`src/rtl/fccm_pkg.sv`:
```
// Package for the FAT cluster chain manager.
// Holds the shared codes, constants and the controller/datapath interface types.
// No dependencies.
package fccm_pkg;

    // Default table depth.
    localparam int unsigned DEF_MAX_CLUSTERS = 1024;

    // Link values.
    localparam logic [31:0] END_MARK = 32'hFFFF_FFFF;
    localparam logic [31:0] END_MIN  = 32'hFFFF_FFF8;

    // Register reset values.
    localparam logic [10:0] CLUS_TOTAL_RESET   = 11'd100;
    localparam logic [10:0] ROOT_CLUSTER_RESET = 11'd2;

    // Register indexes on the configuration port.
    localparam logic REG_CLUS_TOTAL   = 1'b0;
    localparam logic REG_ROOT_CLUSTER = 1'b1;

    // Request types.
    localparam logic [1:0] REQ_ALLOC  = 2'd0;
    localparam logic [1:0] REQ_FREE   = 2'd1;
    localparam logic [1:0] REQ_LOOKUP = 2'd2;
    localparam logic [1:0] REQ_CLEAR  = 2'd3;

    // Status codes.
    localparam logic [1:0] ST_OK        = 2'd0;
    localparam logic [1:0] ST_NO_SPACE  = 2'd1;
    localparam logic [1:0] ST_NOT_READY = 2'd2;

    // Source of the result payload.
    typedef enum logic [2:0] {
        RES_NONE,
        RES_FIRST,
        RES_RDATA,
        RES_END,
        RES_FREED
    } res_sel_t;

    // Commands from the controller to the datapath.
    typedef struct packed {
        logic     load;       // latch request fields, clear counters
        logic     clr_wr;     // write one clear entry, advance the sweep index
        logic     scan_rd;    // read the entry at the scan index
        logic     scan_eval;  // act on the scanned entry, advance the scan index
        logic     alloc_end;  // terminate the new chain at its last cluster
        logic     rb_start;   // point the walk at the first allocated cluster
        logic     walk_rd;    // read the entry of the current cluster
        logic     walk_wr;    // zero the current entry, follow its link
        logic     finish;     // present a result
        logic [1:0] status;
        res_sel_t res_sel;
    } fccm_cmd_t;

    // Status from the datapath to the controller.
    typedef struct packed {
        logic idx_end;       // scan index reached the cluster count
        logic idx_last;      // sweep index at the last table entry
        logic rd_free;       // read data is a free entry
        logic rd_end;        // read data is an end-of-chain mark
        logic got_last;      // this cluster completes the allocation
        logic cur_in_range;  // current cluster lies inside the table
        logic cur_zero;      // current cluster is zero
        logic freed_lim;     // free walk reached the step bound
    } fccm_stat_t;

endpackage

```
`src/rtl/fccm_ctrl.sv`:
```
// Controller state machine of the FAT cluster chain manager.
// Depends on fccm_pkg; drives the datapath fccm_dp through command beats.
module fccm_ctrl (
    input  logic                   clk,
    input  logic                   rst_n,
    input  logic                   start,
    input  logic [1:0]             req_type,
    input  fccm_pkg::fccm_stat_t   stat,
    output fccm_pkg::fccm_cmd_t    cmd,
    output logic                   busy
);
    import fccm_pkg::*;

    localparam logic [3:0] S_IDLE        = 4'd0;
    localparam logic [3:0] S_CLEAR       = 4'd1;
    localparam logic [3:0] S_SCAN_RD     = 4'd2;
    localparam logic [3:0] S_SCAN_CHK    = 4'd3;
    localparam logic [3:0] S_ALLOC_END   = 4'd4;
    localparam logic [3:0] S_RB_RD       = 4'd5;
    localparam logic [3:0] S_RB_WR       = 4'd6;
    localparam logic [3:0] S_FREE_RD     = 4'd7;
    localparam logic [3:0] S_FREE_WR     = 4'd8;
    localparam logic [3:0] S_LOOKUP      = 4'd9;
    localparam logic [3:0] S_LOOKUP_WAIT = 4'd10;

    logic [3:0] state_reg;
    logic [3:0] state_next;
    logic       ready_reg;
    logic       ready_next;

    always_ff @(posedge clk or negedge rst_n)
    begin
        if (!rst_n)
        begin
            state_reg <= S_IDLE;
            ready_reg <= 1'b0;
        end
        else
        begin
            state_reg <= state_next;
            ready_reg <= ready_next;
        end
    end

    always_comb
    begin
        state_next  = state_reg;
        ready_next  = ready_reg;
        cmd         = '0;
        cmd.status  = ST_OK;
        cmd.res_sel = RES_NONE;

        unique case (state_reg)
            S_IDLE:
            begin
                if (start)
                begin
                    cmd.load = 1'b1;
                    if (req_type == REQ_CLEAR)
                    begin
                        state_next = S_CLEAR;
                    end
                    else if (!ready_reg)
                    begin
                        cmd.finish = 1'b1;
                        cmd.status = ST_NOT_READY;
                    end
                    else
                    begin
                        unique case (req_type)
                            REQ_ALLOC:  state_next = S_SCAN_RD;
                            REQ_FREE:   state_next = S_FREE_RD;
                            default:    state_next = S_LOOKUP;
                        endcase
                    end
                end
            end

            S_CLEAR:
            begin
                cmd.clr_wr = 1'b1;
                if (stat.idx_last)
                begin
                    cmd.finish = 1'b1;
                    ready_next = 1'b1;
                    state_next = S_IDLE;
                end
            end

            S_SCAN_RD:
            begin
                if (stat.idx_end)
                begin
                    cmd.rb_start = 1'b1;
                    state_next   = S_RB_RD;
                end
                else
                begin
                    cmd.scan_rd = 1'b1;
                    state_next  = S_SCAN_CHK;
                end
            end

            S_SCAN_CHK:
            begin
                cmd.scan_eval = 1'b1;
                state_next    = (stat.rd_free && stat.got_last) ? S_ALLOC_END : S_SCAN_RD;
            end

            S_ALLOC_END:
            begin
                cmd.alloc_end = 1'b1;
                cmd.finish    = 1'b1;
                cmd.res_sel   = RES_FIRST;
                state_next    = S_IDLE;
            end

            S_RB_RD:
            begin
                if (stat.cur_zero)
                begin
                    cmd.finish = 1'b1;
                    cmd.status = ST_NO_SPACE;
                    state_next = S_IDLE;
                end
                else
                begin
                    cmd.walk_rd = 1'b1;
                    state_next  = S_RB_WR;
                end
            end

            S_RB_WR:
            begin
                cmd.walk_wr = 1'b1;
                state_next  = S_RB_RD;
            end

            S_FREE_RD:
            begin
                if (stat.cur_in_range && !stat.freed_lim)
                begin
                    cmd.walk_rd = 1'b1;
                    state_next  = S_FREE_WR;
                end
                else
                begin
                    cmd.finish  = 1'b1;
                    cmd.res_sel = RES_FREED;
                    state_next  = S_IDLE;
                end
            end

            S_FREE_WR:
            begin
                cmd.walk_wr = 1'b1;
                if (stat.rd_end)
                begin
                    cmd.finish  = 1'b1;
                    cmd.res_sel = RES_FREED;
                    state_next  = S_IDLE;
                end
                else
                begin
                    state_next = S_FREE_RD;
                end
            end

            S_LOOKUP:
            begin
                if (stat.cur_in_range)
                begin
                    cmd.walk_rd = 1'b1;
                    state_next  = S_LOOKUP_WAIT;
                end
                else
                begin
                    cmd.finish  = 1'b1;
                    cmd.res_sel = RES_END;
                    state_next  = S_IDLE;
                end
            end

            S_LOOKUP_WAIT:
            begin
                cmd.finish  = 1'b1;
                cmd.res_sel = RES_RDATA;
                state_next  = S_IDLE;
            end

            default:
            begin
                state_next = S_IDLE;
            end
        endcase
    end

    assign busy = (state_reg != S_IDLE);

endmodule

```
`config.mk`:
```
export PLATFORM = sky130hd
export DESIGN_NAME = fccm_ctrl
export DESIGN_NICKNAME = d
export VERILOG_FILES = /design/src/rtl/fccm_pkg.sv /design/src/rtl/fccm_ctrl.sv
export SDC_FILE = /design/constraint.sdc
export NUM_CORES = 1
export LEC_CHECK = 0
export ABC_AREA = 0
export BUFFER_PORTS_ARGS = -buffer_cell sky130_fd_sc_hd__buf_2
export CORE_AREA = 4 4 41 43
export DETAILED_ROUTE_END_ITERATION = 10
export DIE_AREA = 0 0 45 47
export PLACE_DENSITY = 0.8
export SLEW_MARGIN = 10
export SYNTH_ARGS = -nofsm -noshare
export SYNTH_HDL_FRONTEND = slang
export SYNTH_SLANG_ARGS = --single-unit
```
`constraint.sdc`:
```
create_clock -name clk -period 4.9 [get_ports clk]
set_input_delay 0.98 -clock clk [delete_from_list [all_inputs] [get_ports clk]]
set_output_delay 0.98 -clock clk [all_outputs]
set_load 0.005 [all_outputs]
```
Yosys cells after proc, flatten, opt, wreduce, memory -nomap -nowiden
Cells that the tools add are included.
- $add $sub $neg: 0
- multiply operators: 0
- divide/modulo/power cells: 0
- $lt $le $gt $ge: 0
- equality and inequality tests: 15
- shifts and indexed selects: 0
- mux-type cells: 40
- bitwise gates (word level): 0
- reduce and logical (&&, ||, !) cells: 10
- operator list (operator ; count):
    case mux 4 bit (9 select lines) ; 1
    two-way mux 3 bit ; 10
    two-way mux 4 bit ; 6
    two-way mux 1 bit ; 17
    equality test 4 x 3 -> 1 bit (second input constant) ; 4
    case mux 3 bit (5 select lines) ; 1
    equality test 4 bit (second input constant) ; 3
    equality test 4 x 2 -> 1 bit (second input constant) ; 2
    case mux 4 bit (2 select lines) ; 1
    case mux 1 bit (7 select lines) ; 1
    equality test 4 x 1 -> 1 bit (second input constant) ; 1
    logical NOT 4 bit ; 1
    != test 2 bit (second input constant) ; 2
    case mux 2 bit (2 select lines) ; 1
    nonzero test 4 bit ; 1
    OR reduction 2 bit ; 2
    != test 3 bit (second input constant) ; 1
    case mux 1 bit (3 select lines) ; 1
    AND reduction 3 bit ; 1
    equality test 2 x 1 -> 1 bit (second input constant) ; 1
    equality test 2 bit (second input constant) ; 1
    logical AND 1 bit ; 2
    logical NOT 2 bit ; 1
    two-way mux 2 bit ; 1
    other kinds (2) ; 2
- register bits: 5
- latch bits: 0
- memory bits (writable): 0
- memory bits (read-only): 0
- bits of input ports: 13
- output and inout bits: 15
- logic and storage cells: 67
- memories: 0

Logic depth before layout (Yosys ltp)
- depth in word-level cells: 6
- mapped depth: 6
- gate-level depth less buffers: 4

Least setup slack after synthesis
OpenSTA, ideal clock, no wires.
- path type: input to output
- start point: input port req_type[1]
- end point: output port cmd[5] (netlist name)
- arrival time: 1.758 ns
- data required time: 3.920 ns
- path slack: 2.162 ns
- stages: 3
- buffers on the path: 0
- cell sequence: a21oi_1 > and3_1 > or4_1
- RTL lines (what ; line ; source):
    from (decl) ; fccm_ctrl.sv:7 ; input logic [1:0] req_type,
    to (decl) ; fccm_ctrl.sv:9 ; output fccm_pkg::fccm_cmd_t cmd,

==> flow_summary.yaml <==
sta:
  rsz0062_at_grt: "false"
  skew_ns: 0.00382
  slew_violations: 0
  period_needed_ns: 3.00
  slew_headroom_pct: 56.9
  hold_ws_ns: 0.483
  final-hold-violation-count: 0
  tns_ns: 0
  fin_crit_sh_pct: 61.3
  setup_ws_ns: 1.90
  finalSetupViolCount: 0
  worstMarginPinSlew_ns: 0.647
  fmax_mhz: 333
layout:
  num_antenna_cells: 0
  final_util_pct: 56.3
  fin_cells: 123
  largest_register_ffs: 4
  final_cell_mix: "buf_2, nor2_1, nor3_1"
  layout-drive-gt1-share_pct: 35.2
  syn_to_final_growth_pct: 23.9
  final_common_cell: "buf_2"
  nets: 122
pwr:
  pwr-share-clk_pct: 14.0
  pwr-share-comb_pct: 56.5
  p_leak_nw: 0.367
  switching_share_pct: 48.2
  p_int_mw: 0.175
  seqPwrFrac_pct: 29.5
  peakVddDrop_v: 0.000296
  p_sw_mw: 0.162
  power_density_nw_per_um2: 461
drt:
  drc: 0
  drt_iter0_drc: 31
  dr.pass1.iters: 4
  routed_via_density: 5.65
  vias: 695
  antenna_left: 0
  wl_per_cell_um: 13.3
  routed_wirelength_um: 1640
placement:
  dp_hpwl_um: 1230
  dp_slack_ns: 1.91
  routabilityCongestion: 0.850
  portBuffers: 27
  dp.cells: 119
run_status:
  status: "finished, final reports clean"
worst_setup_path:
  worst-path-buf-inv: 1
  crit_path_top_delay_cell: "dfrtp_1"
  crit_arrival_ns: 2.02
  endpoint_kind: "primary output"
  path_max_fanout: 17
  critical_path.top_delay_family: "simple AND/OR/NAND/NOR gates"
  crit_type: "register to primary output"
  setup.worst_path.start_class: "register"
  cp.required_ns: 3.92
  crit_chain: "nand2b_1, nor2_1, o21a_1, or4_1, buf_2"
  max_stage_delay_ns: 0.68
clock_tree:
  cts.clk_slew.worst_paths_ns: 0.04
  ctsRootBufferMaster: "clkbuf_4"
  cts_hold_buf: 0
  clockBufferDepth: 2
  cts_tree: "done"
  cts_setup_buffers: 0
  clock_sinks: 5
  postCtsResizedCells: 0
  clk_latency_ns: 0.24
  cts_htree_levels: 1
  numCtsBuffers: 3
synth:
  syn-num-nets: 96
  synth-seq-area-share_pct: 21.2
  yosys.cell_types.count: 32
  synth_edf_count: 0
  yosys_most_used_dff: "dfrtp_1"
  yosysTopAreaCellShare_pct: 21.2
  syn_inst: 83
  yosys_warnings: 0
  synthTopCellsByArea: "dfrtp_1, nor2_1, nor3_1, nand2b_1, nor2b_1"
  synth-seq-cells: 5
  netlist_area_um2: 591
  synthArstFlopShare_pct: 100
  syn-mean-instance-area_um2: 7.12
  synth_top_cell_by_area: "dfrtp_1"
floorplanning:
  dieArea_um2: 2120
  fp.dieW_um: 45
  core_um2: 1300
  start_util_pct: 45.4
  std_cell_rows: 13
  boundaryPins: 28
  die_h_um: 47
flow_run:
  drv_cap: 0
global_routing:
  grt_max_degree: 21
  track_usage_pct: 16.7
  antenna_found_initial: 0
  grt_pass1_vias: 586
  grt_pass1_wl_um: 2640
  gr-total-overflow: 0
worst_hold_path:
  hp-class: "register to register"
cells by family after synthesis:
| group | share of synthesized area (%) |
|---|---|
| flip-flops | 21.2 |
| buffers and inverters | 9.11 |
| AND/OR/NAND/NOR | 45.6 |
| AO/OA/AOI/OAI | 24.1 |
cell type report:
class | instances | area [um2]
timing repair buffer | 27 | 135
tap | 15 | 18.8
clock buffer | 4 | 26.3
multi-input combinational | 68 | 412
fill | 127 | 569
inverter | 4 | 15.0
sequential | 5 | 125
layer usage:
layer  routed length (um)  vias to the layer above  GRT usage, %
li1                     -                      349             -
met4                   31                        0          5.26
met3                  152                        4          6.51
met2                  741                       37          24.0
met5                    0                        -             0
met1                  711                      305          22.9
synthesized netlist by cell type, drive strengths merged (2+ instances only):
master,count
nor2,13
nor3,8
nand2b,6
nor2b,6
a21oi,5
dfrtp,5
inv,4
nand2,4
a31oi,3
and3,3
buf,3
clkbuf,3
o31ai,3
a21o,2
nor4,2
o21a,2
power by group through the flow:
stage          logic, mW  registers [mW]  clock network (mW)
2_1_floorplan      0.176          0.0628                   0
3_3_place_gp       0.186          0.0978                   0
3_5_place_dp       0.190          0.0986                   0
4_1_cts            0.191          0.0976              0.0490
5_1_grt            0.213           0.103              0.0530
6_report           0.190          0.0996              0.0472
path summary, 6_finish.rpt:
kind / start / endpoint / slack [ns] / cells after the start
max in group asynchronous: rst_n / state_reg[0] / 4.23 / 1
max reg2reg: state_reg[0] / state_reg[0] / 3.09 / 4
min: ready_reg / ready_reg / 0.48 / 1
max: state_reg[1] / cmd[5] / 1.90 / 5
min in group asynchronous: rst_n / state_reg[3] / 0.54 / 1
min reg2reg: ready_reg / ready_reg / 0.48 / 1
stage by stage:
step	power, mW	area (um2)
2_1_floorplan	0.238	591
3_3_place_gp	0.284	706
3_5_place_dp	0.289	706
4_1_cts	0.337	732
5_1_grt	0.369	732
6_report	0.337	732
(Power assumes the default switching activity.)
